$ cat src/hdl/box_downscale_rgb565_rotate_macros.svh
// assertion macros for the box downscaler
// used by box_downscale_rgb565_rotate.sv
`ifndef BOX_DOWNSCALE_RGB565_ROTATE_MACROS_SVH
`define BOX_DOWNSCALE_RGB565_ROTATE_MACROS_SVH

// same-cycle implication
`define BDS_ASSERT_NOW(label, clk, rst, ante, cons, msg) \
   label: assert property (@(posedge clk) disable iff (rst) (ante) |-> (cons)) else $error(msg);

// next-cycle implication
`define BDS_ASSERT_NEXT(label, clk, rst, ante, cons, msg) \
   label: assert property (@(posedge clk) disable iff (rst) (ante) |=> (cons)) else $error(msg);

`endif

$ cat src/hdl/bds_pkg.sv
// shared types and constants for the box downscaler
// no dependencies
`default_nettype none
package bds_pkg;
   localparam int SRC_W = 13;
   localparam int DST_W = 10;
   localparam int CHAN_W = 8;
   localparam int SUM_W = 32;
   localparam int ADDR_OUT_W = 18;
   localparam int CSR_IDX_W = 2;

   // largest usable source size; channel sums of a full box fit in SUM_W
   localparam int MAX_SOURCE_DIM = 4096;

   localparam logic [CSR_IDX_W-1:0] CSR_SOURCE_WIDTH = 2'd0;
   localparam logic [CSR_IDX_W-1:0] CSR_SOURCE_HEIGHT = 2'd1;
   localparam logic [CSR_IDX_W-1:0] CSR_TARGET_WIDTH = 2'd2;
   localparam logic [CSR_IDX_W-1:0] CSR_TARGET_HEIGHT = 2'd3;

   typedef logic [SUM_W-1:0] word_type;
   typedef word_type [2:0] trio_type;

   typedef struct packed {
      logic busy;
      logic done;
   } div_stat_type;
endpackage
`default_nettype wire

$ cat src/hdl/bds_div.sv
// three-lane restoring divider, one quotient bit per cycle
// depends on bds_pkg
`default_nettype none
module bds_div (
   input  wire logic clock,
   input  wire logic reset,
   input  wire logic start,
   input  wire bds_pkg::trio_type dividend,
   input  wire bds_pkg::trio_type divisor,
   output bds_pkg::trio_type quotient,
   output bds_pkg::div_stat_type stat
);
   import bds_pkg::*;

   localparam int CNT_W = $clog2(SUM_W);

   trio_type rem_ff, rem_in, quo_ff, quo_in, den_ff, den_in;
   logic [CNT_W-1:0] cnt_ff, cnt_in;
   logic busy_ff, busy_in, done_ff, done_in;
   logic [SUM_W:0] shifted;

   always_comb begin
      rem_in = rem_ff;
      quo_in = quo_ff;
      den_in = den_ff;
      cnt_in = cnt_ff;
      busy_in = busy_ff;
      done_in = 1'b0;
      shifted = '0;
      if (start) begin
         rem_in = '0;
         quo_in = dividend;
         den_in = divisor;
         cnt_in = '0;
         busy_in = 1'b1;
      end else if (busy_ff) begin
         for (int i = 0; i < 3; i++) begin
            shifted = {rem_ff[i], quo_ff[i][SUM_W-1]};
            if (shifted >= {1'b0, den_ff[i]}) begin
               rem_in[i] = SUM_W'(shifted - {1'b0, den_ff[i]});
               quo_in[i] = {quo_ff[i][SUM_W-2:0], 1'b1};
            end else begin
               rem_in[i] = shifted[SUM_W-1:0];
               quo_in[i] = {quo_ff[i][SUM_W-2:0], 1'b0};
            end
         end
         cnt_in = cnt_ff + 1'b1;
         if (cnt_ff == CNT_W'(SUM_W - 1)) begin
            busy_in = 1'b0;
            done_in = 1'b1;
         end
      end
   end

   always_ff @(posedge clock) begin
      rem_ff <= rem_in;
      quo_ff <= quo_in;
      den_ff <= den_in;
      cnt_ff <= cnt_in;
      if (reset) begin
         busy_ff <= 1'b0;
         done_ff <= 1'b0;
      end else begin
         busy_ff <= busy_in;
         done_ff <= done_in;
      end
   end

   assign quotient = quo_ff;
   assign stat = '{busy: busy_ff, done: done_ff};
endmodule
`default_nettype wire

$ cat config.mk
export PLATFORM = sky130hd
export DESIGN_NAME = bds_div
export DESIGN_NICKNAME = d
export VERILOG_FILES = /design/src/hdl/box_downscale_rgb565_rotate_macros.svh /design/src/hdl/bds_pkg.sv /design/src/hdl/bds_div.sv
export SDC_FILE = /design/constraint.sdc
export NUM_CORES = 1
export LEC_CHECK = 0
export ABC_CLOCK_PERIOD_IN_PS = 5600
export BUFFER_PORTS_ARGS = -buffer_cell sky130_fd_sc_hd__buf_2
export CORE_AREA = 5 5 199 201
export DETAILED_ROUTE_END_ITERATION = 6
export DIE_AREA = 0 0 204 206
export GPL_TIMING_DRIVEN = 0
export PLACE_DENSITY_LB_ADDON = 0.1
export SLEW_MARGIN = 15
export SYNTH_ARGS = -nofsm -noshare
export SYNTH_HDL_FRONTEND = slang
export SYNTH_SLANG_ARGS = --single-unit
$ cat constraint.sdc
create_clock -name clock -period 5.6 [get_ports clock]
set_clock_uncertainty 0.15 [all_clocks]
set_input_delay 0.84 -clock clock [delete_from_list [all_inputs] [get_ports clock]]
set_output_delay 0.84 -clock clock [all_outputs]
set_load 0.05 [all_outputs]
======== After elaboration in Yosys (flattened, before gate mapping) ========
Cells that the tools add are included.
storage, ports and cells
  bits of input ports ..................... 195
  flip-flop bits (word level) ............. 295
  logic and storage cells ................. 35
operators by class
  $add $sub $neg .......................... 4
  bitwise operators ....................... 1
  $lt $le $gt $ge ......................... 3
  mux-type cells .......................... 12
  reduce and logical (&&, ||, !) cells .... 2
  eq/ne operators ......................... 1
operator list
  cell                                                            number
  96-bit two-way mux                                              2
  33-bit by 32-bit greater-or-equal comparator with 1-bit output  3
  32-bit two-way mux                                              3
  32-bit subtractor                                               3
  1-bit two-way mux                                               7
  5-bit by 1-bit adder with 5-bit output (second input constant)  1
  5-bit == test (second input constant)                           1
  3-bit OR reduction                                              1
  2-bit nonzero test                                              1
  1-bit NOT                                                       1

======== Longest topological paths before layout ========
Gate-level depths: netlist of run 1.
  word-level depth ........................ 4
  mapped depth ............................ 14

======== Worst setup path after synthesis of run 1 ========
Ideal clock, no wire load.
  kind .................................... input-to-reg
  from .................................... input start
  to ...................................... register quo_ff, in the netlist quotient[0], enable pin
  arrival time ............................ 3.286 ns
  setup slack ............................. 1.714 ns
  required time ........................... 5.000 ns
  stages .................................. 4
  library setup time ...................... 0.450 ns
  path through ............................ clkbuf_1 > nor2_1 > clkbuf_1 > inv_1
between the ends
  word-level cells in the longest chain between the ends .. 1
RTL lines
  what                                 RTL line       RTL
  start, declared                      bds_div.sv:7   input wire logic start,
  2-bit nonzero test (no source line)  -
  end signal, assigned                 bds_div.sv:57  quo_ff <= quo_in;
  end, declared                        bds_div.sv:17  trio_type rem_ff, rem_in, quo_ff, quo_in, den_ff, den_in;
No other way between the ends.
A chain may end at the register's enable or synchronous reset.

======== Final worst setup path of run 1 ========
  from .................................... register quo_ff, in the netlist quotient[95]
  to ...................................... register rem_ff[94] (netlist name)
between the ends
  word-level cells in the longest chain between the ends .. 2
  elaborated cells on any way between the ends .. 3
  those cells by class .................... add/sub: 1; order compare: 1; mux: 1
RTL lines
  what                                                                                                        RTL line                      RTL
  32-bit subtractor / 33-bit by 32-bit greater-or-equal comparator with 1-bit output (equally long branches)  bds_div.sv:40, bds_div.sv:39
  32-bit two-way mux (*)                                                                                      bds_div.sv:39                 if (shifted >= {1'b0, den_ff[i]}) begin
  end signal, assigned                                                                                        bds_div.sv:56                 rem_ff <= rem_in;
  end, declared                                                                                               bds_div.sv:17
Every way passes the cells marked *; elsewhere a longest branch is shown, timed or not.

==> run_results.csv, run 1 <==
group,metric,value,unit
status,status,"finished, final reports clean",
floorplan,fp-row-count,71,
worst_hold_path,hold_path.class,"input pin to flip-flop",
yosys,yosys-top-cells-count,"192 x edfxtp_1, 119 x inv_1, 115 x nor2_1",
yosys,synth-xor-area-share,4.37,%
yosys,synth_compound_area_share,16.4,%
timing,drv_slew,0,
clock_tree,clk_pin_slew,0.06,ns
grt,gr-total-overflow,0,
routing,ant_nets,0,
flow_run,cap_viol_max_count,0,
grt,antenna_found_initial,10,
pwr,vdd.ir_drop.worst,0.000212,V
routing,first_pass_iters,6,
timing,finalCriticalPeriod,3.76,ns
floorplan,die-area,42000,sq um
critical_path,worstPathRequired,5.92,ns
grt,grt_usage,21.3,%
cells_and_area,layout-drive-gt1-share,23.8,%
cells_and_area,multi_input_area,8000,sq um
timing,rsz0062_at_grt,"no",
clock_tree,cts_tree,"yes",
yosys,yosysSeqAreaShare,47.1,%
yosys,synth_top_family_by_area,"compound AO/OA/AOI/OAI gates",
critical_path,crit_arrival,4.08,ns
floorplan,die_h,206,um
yosys,yosys.cell_types.count,71,
placed_design,portBuffers,292,
floorplan,core-area,37400,sq um
floorplan,start_util,44.4,%
yosys,synth_simple_gate_area_share,10.1,%
yosys,ys_ff_latch,295,
yosys,syn_avg_cell_area,10.4,sq um
yosys,synthMuxAreaShare,9.51,%
pwr,p_total,6050,uW
timing,worst_pin_slew,0.888,ns
yosys,synth_area_leaders,"edfxtp_1 35%, dfxtp_1 12%, ha_1 7.4%",
yosys,ys_async_sr_fraction,0,%
yosys,synth_ff_type,"edfxtp_1",
clock_tree,h-tree-depth,2,
grt,grt_max_degree,75,
floorplan,die_width,204,um
routing,routedWlPerCell,18.7,um
yosys,synth-edff-count,192,
clock_tree,cts_inserted_buffers,35,
yosys,synth_fa_ha_area_share,7.74,%
timing,setup_viol,0,
placed_design,hpwl,35.0,mm
timing,fin_setup_tns,0,ns
cells_and_area,regArea,7830,sq um
yosys,yosys.area.top_type,"edfxtp_1",
critical_path,cp_max_fo,3,
clock_tree,ctsLongestPathBuffers,3,
pwr,p_per_area,305,nW/um^2
timing,max_slew_margin,40.8,%
clock_tree,cts_resized,0,
critical_path,criticalPathCategory,"flip-flop to flip-flop",
routing,post-route-drc-count,0,
yosys,synth_top_area_share,34.7,%
clock_tree,post-cts-setup-buffers,0,
yosys,syn-num-nets,1897,
timing,fin_crit_sh,67.1,%
yosys,synth_area,16600,sq um
clock_tree,cts-root-buf,"clkbuf_16",
cells_and_area,nNetsFinal,2228,
pwr,leakage,0.00839,uW
critical_path,crit_path_end_kind,"flip-flop",
clock_tree,cts_hold_buf,0,
grt,grt_pass1_wl,71.6,mm
cells_and_area,fillers,3459,
routing,via_count,13200,
routing,drt_iter0_markers,762,
yosys,yosysWarnings,0,
timing,fmax,0.266,GHz
critical_path,start_kind,"flip-flop",
placed_design,place_congestion,0.910,
timing,hold_viol,0,
clock_tree,clock_sinks,295,
yosys,synth.most_common_cell,"edfxtp_1",
routing,finalWirelength,46.3,mm
routing,vias_per_cell,5.35,
yosys,synth_cells,1601,
grt,grt_pass1_vias,13500,
cells_and_area,syn_to_final_growth,19.3,%
floorplan,ios,293,
clock_tree,insertion_delay,0.55,ns
==> path summary, 6_finish.rpt <==
kind / slack (ns) / endpoint / cells after the start / start
min reg2reg: 0.32 / rem_ff[54] / 2 / rem_ff[54]
min: 0.31 / den_ff[40] / 1 / divisor[40]
max: 1.84 / rem_ff[94] / 12 / quotient[95]
max reg2reg: 1.84 / rem_ff[94] / 12 / quotient[95]
==> kinds of logic (layout without fill, tap and decap cells) <==
group / after synthesis / after routing
DFF: 295 / 295
buffers and inverters: 196 / 554
adders and majority gates: 101 / 101
muxes: 146 / 146
and+or+nand+nor: 360 / 360
other: 0 / 6
xor gates and xnor gates: 83 / 83
AOI/OAI and AO/OA: 420 / 420
==> flip-flops by register name, indices dropped and copies added, names as in the netlist <==
register / count
den_ff: 96
quotient: 96
rem_ff: 96
cnt_ff: 5
busy_ff: 1
done_ff: 1
==> cell usage in the layout, fill, tap and decap left out, types with 95 or more instances in the layout <==
| cell type | instances |
|---|---|
| edfxtp_1 | 192 |
| o21ai_0 | 95 |
| a21oi_1 | 104 |
| buf_2 | 301 |
| ha_1 | 98 |
| inv_1 | 118 |
| nand2_1 | 98 |
| dfxtp_1 | 103 |
| mux2_2 | 96 |
| nor2_1 | 115 |
==> final cells by class <==
type                    count  share of cell area (%)
diodes                      6                  0.0757
plain buffers              77                    1.75
clock buffers              53                    4.76
clock inverters            11                   0.442
inverters                 119                    2.28
multi-input cells        1110                    40.4
flip-flops and latches    295                    39.5
well taps                 511                    3.22
repair buffers            294                    7.66
==> per-layer routing <==
| metal | global-route usage, % | up-vias | part of all wire (%) |
|---|---|---|---|
| met2 | 35.0 | 367 | 47 |
| met4 | 7.06 | 12 | 2.6 |
| met3 | 5.65 | 89 | 6.6 |
| li1 | - | 6559 | - |
| met1 | 27.5 | 6221 | 44 |
| met5 | 0 | - | 0.16 |
==> worst max-delay path, cell delays in order (launching register included) <==
cell and delay [ns]:
edfxtp_1 0.43, inv_1 0.06, ha_1 0.23, fa_1 0.41, nand2b_1 0.19, a211o_1 0.31
a211oi_1 0.41, nor4_1 0.12, o31ai_1 0.50, a311oi_1 0.19, a221oi_1 0.29, mux2i_1 0.16
a211oi_1 0.23
==> where the power goes <==
group          switching [uW]  internal (uW)
Sequential               92.6           2510
Combinational             845            467
Clock                     945           1180
Total                    1880           4160
==> through the flow <==
stage | setup slack, ns | cell area, sq um | util, % | std cells | hold WS (ns)
2_1_floorplan | 1.71 | 16600 | - | 1601 | 0.295
3_3_place_gp | -1.59 | 18700 | 50.1 | 2404 | 0.313
3_5_place_dp | 1.34 | 18800 | 50.2 | 2406 | 0.314
4_1_cts | 1.90 | 19800 | 53.0 | 2470 | 0.277
5_1_grt | 1.61 | 19800 | 53.0 | 2474 | 0.288
6_report | 1.84 | 19800 | 53.0 | 2476 | 0.310
(Power assumes the default switching activity.)
==> run 2, diff against run 1 <==
--- a/config.mk
+++ b/config.mk
@@ -5,7 +5,7 @@
 export SDC_FILE = /design/constraint.sdc
 export NUM_CORES = 1
 export LEC_CHECK = 0
-export ABC_CLOCK_PERIOD_IN_PS = 5600
+export ABC_CLOCK_PERIOD_IN_PS = 3320
 export BUFFER_PORTS_ARGS = -buffer_cell sky130_fd_sc_hd__buf_2
 export CORE_AREA = 5 5 199 201
 export DETAILED_ROUTE_END_ITERATION = 6
==> constraint.sdc (replaced) <==
create_clock -name clock -period 3.32 [get_ports clock]
set_clock_uncertainty 0.15 [all_clocks]
set_input_delay 0.498 -clock clock [delete_from_list [all_inputs] [get_ports clock]]
set_output_delay 0.498 -clock clock [all_outputs]
set_load 0.05 [all_outputs]
==> run 2 against run 1 <==
Register-to-register slack worse by 1.8 ns. Non-clock buffer count is 111 higher. Combinational power is 82% higher. Maximum frequency is 16% higher. Core utilization is 4.0 points higher. Critical path type unchanged. Critical endpoint is now quotient[32]. Largest cell class unchanged.
==> run_results.csv, run 2 (synthesis gave the netlist of run 1 again) <==
group,metric,value,unit
status,status,"finished, final reports clean",
placed_design,place_congestion,0.904,
grt,gr-total-overflow,0,
pwr,leakage,0.00900,uW
critical_path,criticalPathCategory,"flip-flop to flip-flop",
timing,fin_crit_sh,97.4,%
cells_and_area,final_cell_mix,"295 x buf_2, 192 x edfxtp_1, 115 x inv_1, 115 x nor2_1, 103 x dfxtp_1",
routing,ant_nets,0,
routing,via_count,13700,
routing,vias_per_cell,5.32,
routing,finalWirelength,47.7,mm
flow_run,cap_viol_max_count,0,
cells_and_area,final_util,57.0,%
timing,finalCriticalPeriod,3.23,ns
pwr,vdd.ir_drop.worst,0.000362,V
floorplan,start_util,44.4,%
floorplan,fp-row-count,71,
critical_path,crit_path_end_kind,"flip-flop",
timing,rsz0062_at_grt,"yes",
clock_tree,cts-root-buf,"clkbuf_16",
timing,max_slew_margin,45.7,%
critical_path,start_kind,"flip-flop",
floorplan,core-area,37400,sq um
clock_tree,insertion_delay,0.55,ns
clock_tree,clk_pin_slew,0.06,ns
grt,grt_pass1_vias,14000,
timing,hold_ws,0.0942,ns
critical_path,crit_arrival,3.39,ns
timing,setup_viol,0,
clock_tree,clock_sinks,295,
cells_and_area,nNetsFinal,2341,
routing,highest_layer,"met5",
floorplan,die_width,204,um
floorplan,die-area,42000,sq um
grt,grt_usage,21.9,%
timing,hold_viol,0,
routing,drt_iter0_markers,748,
timing,worst_pin_slew,0.815,ns
routing,post-route-drc-count,0,
grt,grt_max_degree,52,
routing,first_pass_iters,6,
grt,antenna_found_initial,1,
cells_and_area,layout_commonest_cell,"buf_2",
routing,dr_wl_met3,2.85,mm
worst_hold_path,hold_path.class,"input pin to flip-flop",
floorplan,die_h,206,um
floorplan,ios,293,
placed_design,hpwl,35.2,mm
timing,fmax,0.309,GHz
cells_and_area,syn_to_final_growth,28.3,%
pwr,p_per_area,502,nW/um^2
grt,grt_pass1_wl,74.2,mm
critical_path,cp_max_fo,10,
critical_path,reg2reg_depth,10,
clock_tree,h-tree-depth,2,
cells_and_area,layout-drive-gt1-share,25.3,%
placed_design,portBuffers,292,
timing,fin_setup_tns,0,ns
clock_tree,cts_inserted_buffers,35,
critical_path,worstPathRequired,3.47,ns
routing,met1_length,20.9,mm
worst_hold_path,hold_depth,2,
clock_tree,ctsLongestPathBuffers,3,
timing,drv_slew,0,
routing,routedWlPerCell,18.5,um
clock_tree,cts_tree,"yes",
routing,wl_met2,22.5,mm
pwr,p_total,10700,uW
==> run 2: layout make-up <==
cell class	instances	area (sq um)
Clock inverter	18	196
Sequential cell	295	7830
Clock buffer	46	967
Inverter	119	450
Timing Repair Buffer	411	2680
Timing Repair inverter	1	5.00
Antenna cell	1	2.50
Multi-Input combinational cell	1111	8210
Fill cell	3330	16100
Buffer	71	350
Tap cell	511	639
==> run 2: routing by layer <==
metal | vias to the layer above | global-route usage, %
li1 | 6781 | -
met1 | 6517 | 29.0
met2 | 354 | 36.2
met3 | 85 | 4.63
met4 | 2 | 7.06
met5 | - | 0
==> run 2: timing repair <==
item / CTS / global route
resized for setup: 16 / 37
buffers inserted: 3 / 15
endpoints found under the hold margin: 97 / 0
endpoints found under the setup margin: 95 / 75
gates cloned: 1 / 2
pin swaps: 6 / 20
hold buffers: 97 / 0
==> run 2: worst paths after layout <==
kind | start | to | slack [ns]
worst min-delay path | dividend[45] | quotient[45] | 0.09
worst max register to register | den_ff[33] | quotient[32] | 0.09
worst min register to register | rem_ff[76] | rem_ff[76] | 0.34
worst max-delay path | den_ff[33] | quotient[32] | 0.09
==> run 2: worst max-delay path, stage by stage, from the launching register on <==
cell and delay [ns]:
edfxtp_1 0.43, inv_1 0.08, ha_1 0.23, nor2b_1 0.15, o31a_1 0.29, o31a_1 0.29, a21o_1 0.22, a211o_4 0.38
a31o_4 0.30, buf_4 0.20, mux2_2 0.27
==> run 2: through the flow <==
stage          area [sq um]  setup WS [ns]  std cells
6_report              21300         0.0871       2584
5_1_grt               21300        -0.0440       2583
4_1_cts               21000         0.0167       2571
3_5_place_dp          18800         -0.630       2407
3_3_place_gp          18700          -2.27       2404
2_1_floorplan         16600        0.00187       1601
==> run 2: power by group <==
group | switching, uW | internal [uW]
sequential | 160 | 4240
combinational | 1470 | 902
clock | 1610 | 2310
==> run 3, diff against run 2 <==
--- a/config.mk
+++ b/config.mk
@@ -5,11 +5,11 @@
 export SDC_FILE = /design/constraint.sdc
 export NUM_CORES = 1
 export LEC_CHECK = 0
-export ABC_CLOCK_PERIOD_IN_PS = 3320
-export BUFFER_PORTS_ARGS = -buffer_cell sky130_fd_sc_hd__buf_2
+export ABC_CLOCK_PERIOD_IN_PS = 3200
 export CORE_AREA = 5 5 199 201
 export DETAILED_ROUTE_END_ITERATION = 6
 export DIE_AREA = 0 0 204 206
+export DONT_BUFFER_PORTS = 1
 export GPL_TIMING_DRIVEN = 0
 export PLACE_DENSITY_LB_ADDON = 0.1
 export SLEW_MARGIN = 15
==> constraint.sdc (replaced) <==
create_clock -name clock -period 3.2 [get_ports clock]
set_clock_uncertainty 0.15 [all_clocks]
set_input_delay 0.48 -clock clock [delete_from_list [all_inputs] [get_ports clock]]
set_output_delay 0.48 -clock clock [all_outputs]
set_load 0.05 [all_outputs]
==> run 3 against run 2 <==
The run now ends with negative setup slack left. Sequential share of layout area is 0.51 points lower. First-iteration DRC count is 6.7% lower. Core utilization is 0.81 points higher. Worst setup slack worse by 0.47 ns. Clock power is 6.4% lower. Register-to-register slack worse by 0.47 ns. Cell count is 6.4% lower. Non-clock buffer count is 163 lower. Die area stayed put. Sequential power is 15% higher. Critical path type unchanged.
==> run_results.csv, run 3 (synthesis gave the netlist of run 1 again) <==
group,metric,value,unit
worst_hold_path,hold_path.class,"input pin to flip-flop",
critical_path,start_kind,"flip-flop",
timing,worst_slack,-0.379,ns
cells_and_area,layout.cells.non_filler,2418,
timing,finalCriticalPeriod,3.58,ns
clock_tree,clk_pin_slew,0.06,ns
timing,fin_setup_tns,-9.34,ns
timing,drv_slew,0,
placed_design,dp_cells,2114,
routing,met1_length,20.6,mm
grt,grt_pass1_vias,13600,
cells_and_area,fin_area,21600,sq um
pwr,p_total,10800,uW
clock_tree,cts_inserted_buffers,35,
timing,hold_viol,0,
grt,gr-total-overflow,0,
placed_design,hpwl,32.9,mm
critical_path,cp_top_family,"compound AO/OA/AOI/OAI gates",
routing,ant_nets,0,
critical_path,crit_chain,"inv_2 > ha_4 > fa_2 > nand2b_4 > a211o_4 > a211oi_4 > nor4_2 > o31ai_2 > a311oi_1 > a221oi_1 > mux2i_1 > a211oi_1",
clock_tree,cts_tree,"yes",
cells_and_area,syn_to_final_growth,30.1,%
critical_path,crit_arrival,3.89,ns
cells_and_area,nNetsFinal,2176,
status,violations,"negative setup slack",
critical_path,crit_buf_inv,1,
grt,grt_max_degree,97,
timing,max_slew_margin,37.3,%
timing,setup_viol,62,
timing,rsz0062_at_grt,"yes",
pwr,leakage,0.00853,uW
status,status,"finished with violations",
routing,highest_layer,"met4",
critical_path,slowest_delay,0.75,ns
flow_run,cap_viol_max_count,0,
floorplan,die_h,206,um
placed_design,portBuffers,0,
placed_design,dp_slack,-0.650,ns
timing,fin_crit_sh,112,%
routing,finalWirelength,48.0,mm
floorplan,fp-row-count,71,
timing,fmax,0.279,GHz
routing,dr_wl_met3,2.97,mm
pwr,vdd.ir_drop.worst,0.000429,V
routing,post-route-drc-count,0,
cells_and_area,layout_commonest_cell,"edfxtp_1",
cells_and_area,layout-drive-gt1-share,17.6,%
cells_and_area,final_cell_mix,"192 x edfxtp_1, 191 x dlygate4sd3_1, 114 x inv_1",
routing,vias_per_cell,5.53,
grt,grt_usage,21.8,%
clock_tree,clock_sinks,295,
routing,drt_iter0_markers,698,
floorplan,start_util,44.4,%
floorplan,ios,293,
timing,worst_pin_slew,0.941,ns
routing,first_pass_iters,5,
critical_path,worstPathRequired,3.51,ns
clock_tree,cts-root-buf,"clkbuf_16",
clock_tree,insertion_delay,0.55,ns
placed_design,placed_cell_area,17300,sq um
routing,wl_met2,23.0,mm
critical_path,cp_max_fo,3,
clock_tree,ctsLongestPathBuffers,3,
critical_path,criticalPathCategory,"flip-flop to flip-flop",
floorplan,core-area,37400,sq um
routing,via_count,13400,
routing,routedWlPerCell,19.8,um
clock_tree,h-tree-depth,2,
grt,grt_pass1_wl,73.4,mm
floorplan,die_width,204,um
critical_path,cpMaxStageDelayCell,"edfxtp_1",
placed_design,place_congestion,0.894,
floorplan,die-area,42000,sq um
pwr,p_per_area,498,nW/um^2
grt,antenna_found_initial,0,
critical_path,crit_path_end_kind,"flip-flop",
[run 3: changes by cell type in the layout (fill, tap and decap cells not counted), sizes merged]
cell,previous run,this run
inv,121,119
dlygate4sd3,97,191
and2,11,10
clkbuf,106,109
bufinv,3,0
buf,325,66
clkinv,11,14
clkinvlp,3,2
[run 3: layer usage]
metal	vias up	track usage, %
li1	6450	-
met1	6394	28.4
met2	427	36.4
met3	89	4.47
met4	0	7.35
met5	-	0
[run 3: per-stage QoR]
step	hold slack, ns	util [%]
floorplan	0.295	-
global placement	0.319	46.2
detailed placement	0.324	46.3
CTS	0.00670	55.8
global route	0.0117	57.8
finish	0.0268	57.8
[run 3: final cells by class]
class	instances	area [sq um]
Antenna cell	1	2.50
Buffer	76	434
Clock buffer	47	942
Clock inverter	16	87.6
Fill cell	3175	15800
Inverter	119	450
Multi-Input combinational cell	1110	8700
Sequential cell	295	7830
Tap cell	511	639
Timing Repair Buffer	243	2540
[run 3: path summary, 6_finish.rpt]
check / startpoint / end / slack (ns) / cells past startpoint
worst min register to register: rem_ff[76] / rem_ff[76] / 0.31 / 2
worst max register to register: quotient[95] / rem_ff[94] / -0.38 / 12
worst max-delay path: quotient[95] / rem_ff[94] / -0.38 / 12
worst min-delay path: dividend[70] / quotient[70] / 0.03 / 1
[run 3: power by group]
group	switching [uW]	leakage, uW	total [uW]	internal, uW
Clock	1600	0.000493	3670	2070
Combinational	1100	0.00529	2020	925
Sequential	656	0.00275	5070	4410
[run 3: what timing repair did]
item,CTS,global route
pin swaps,46,62
hold buffers,192,0
gates resized for setup,92,140
setup endpoints to repair,94,97
buffers inserted,26,17
gates cloned,4,3
hold endpoints to repair,288,0
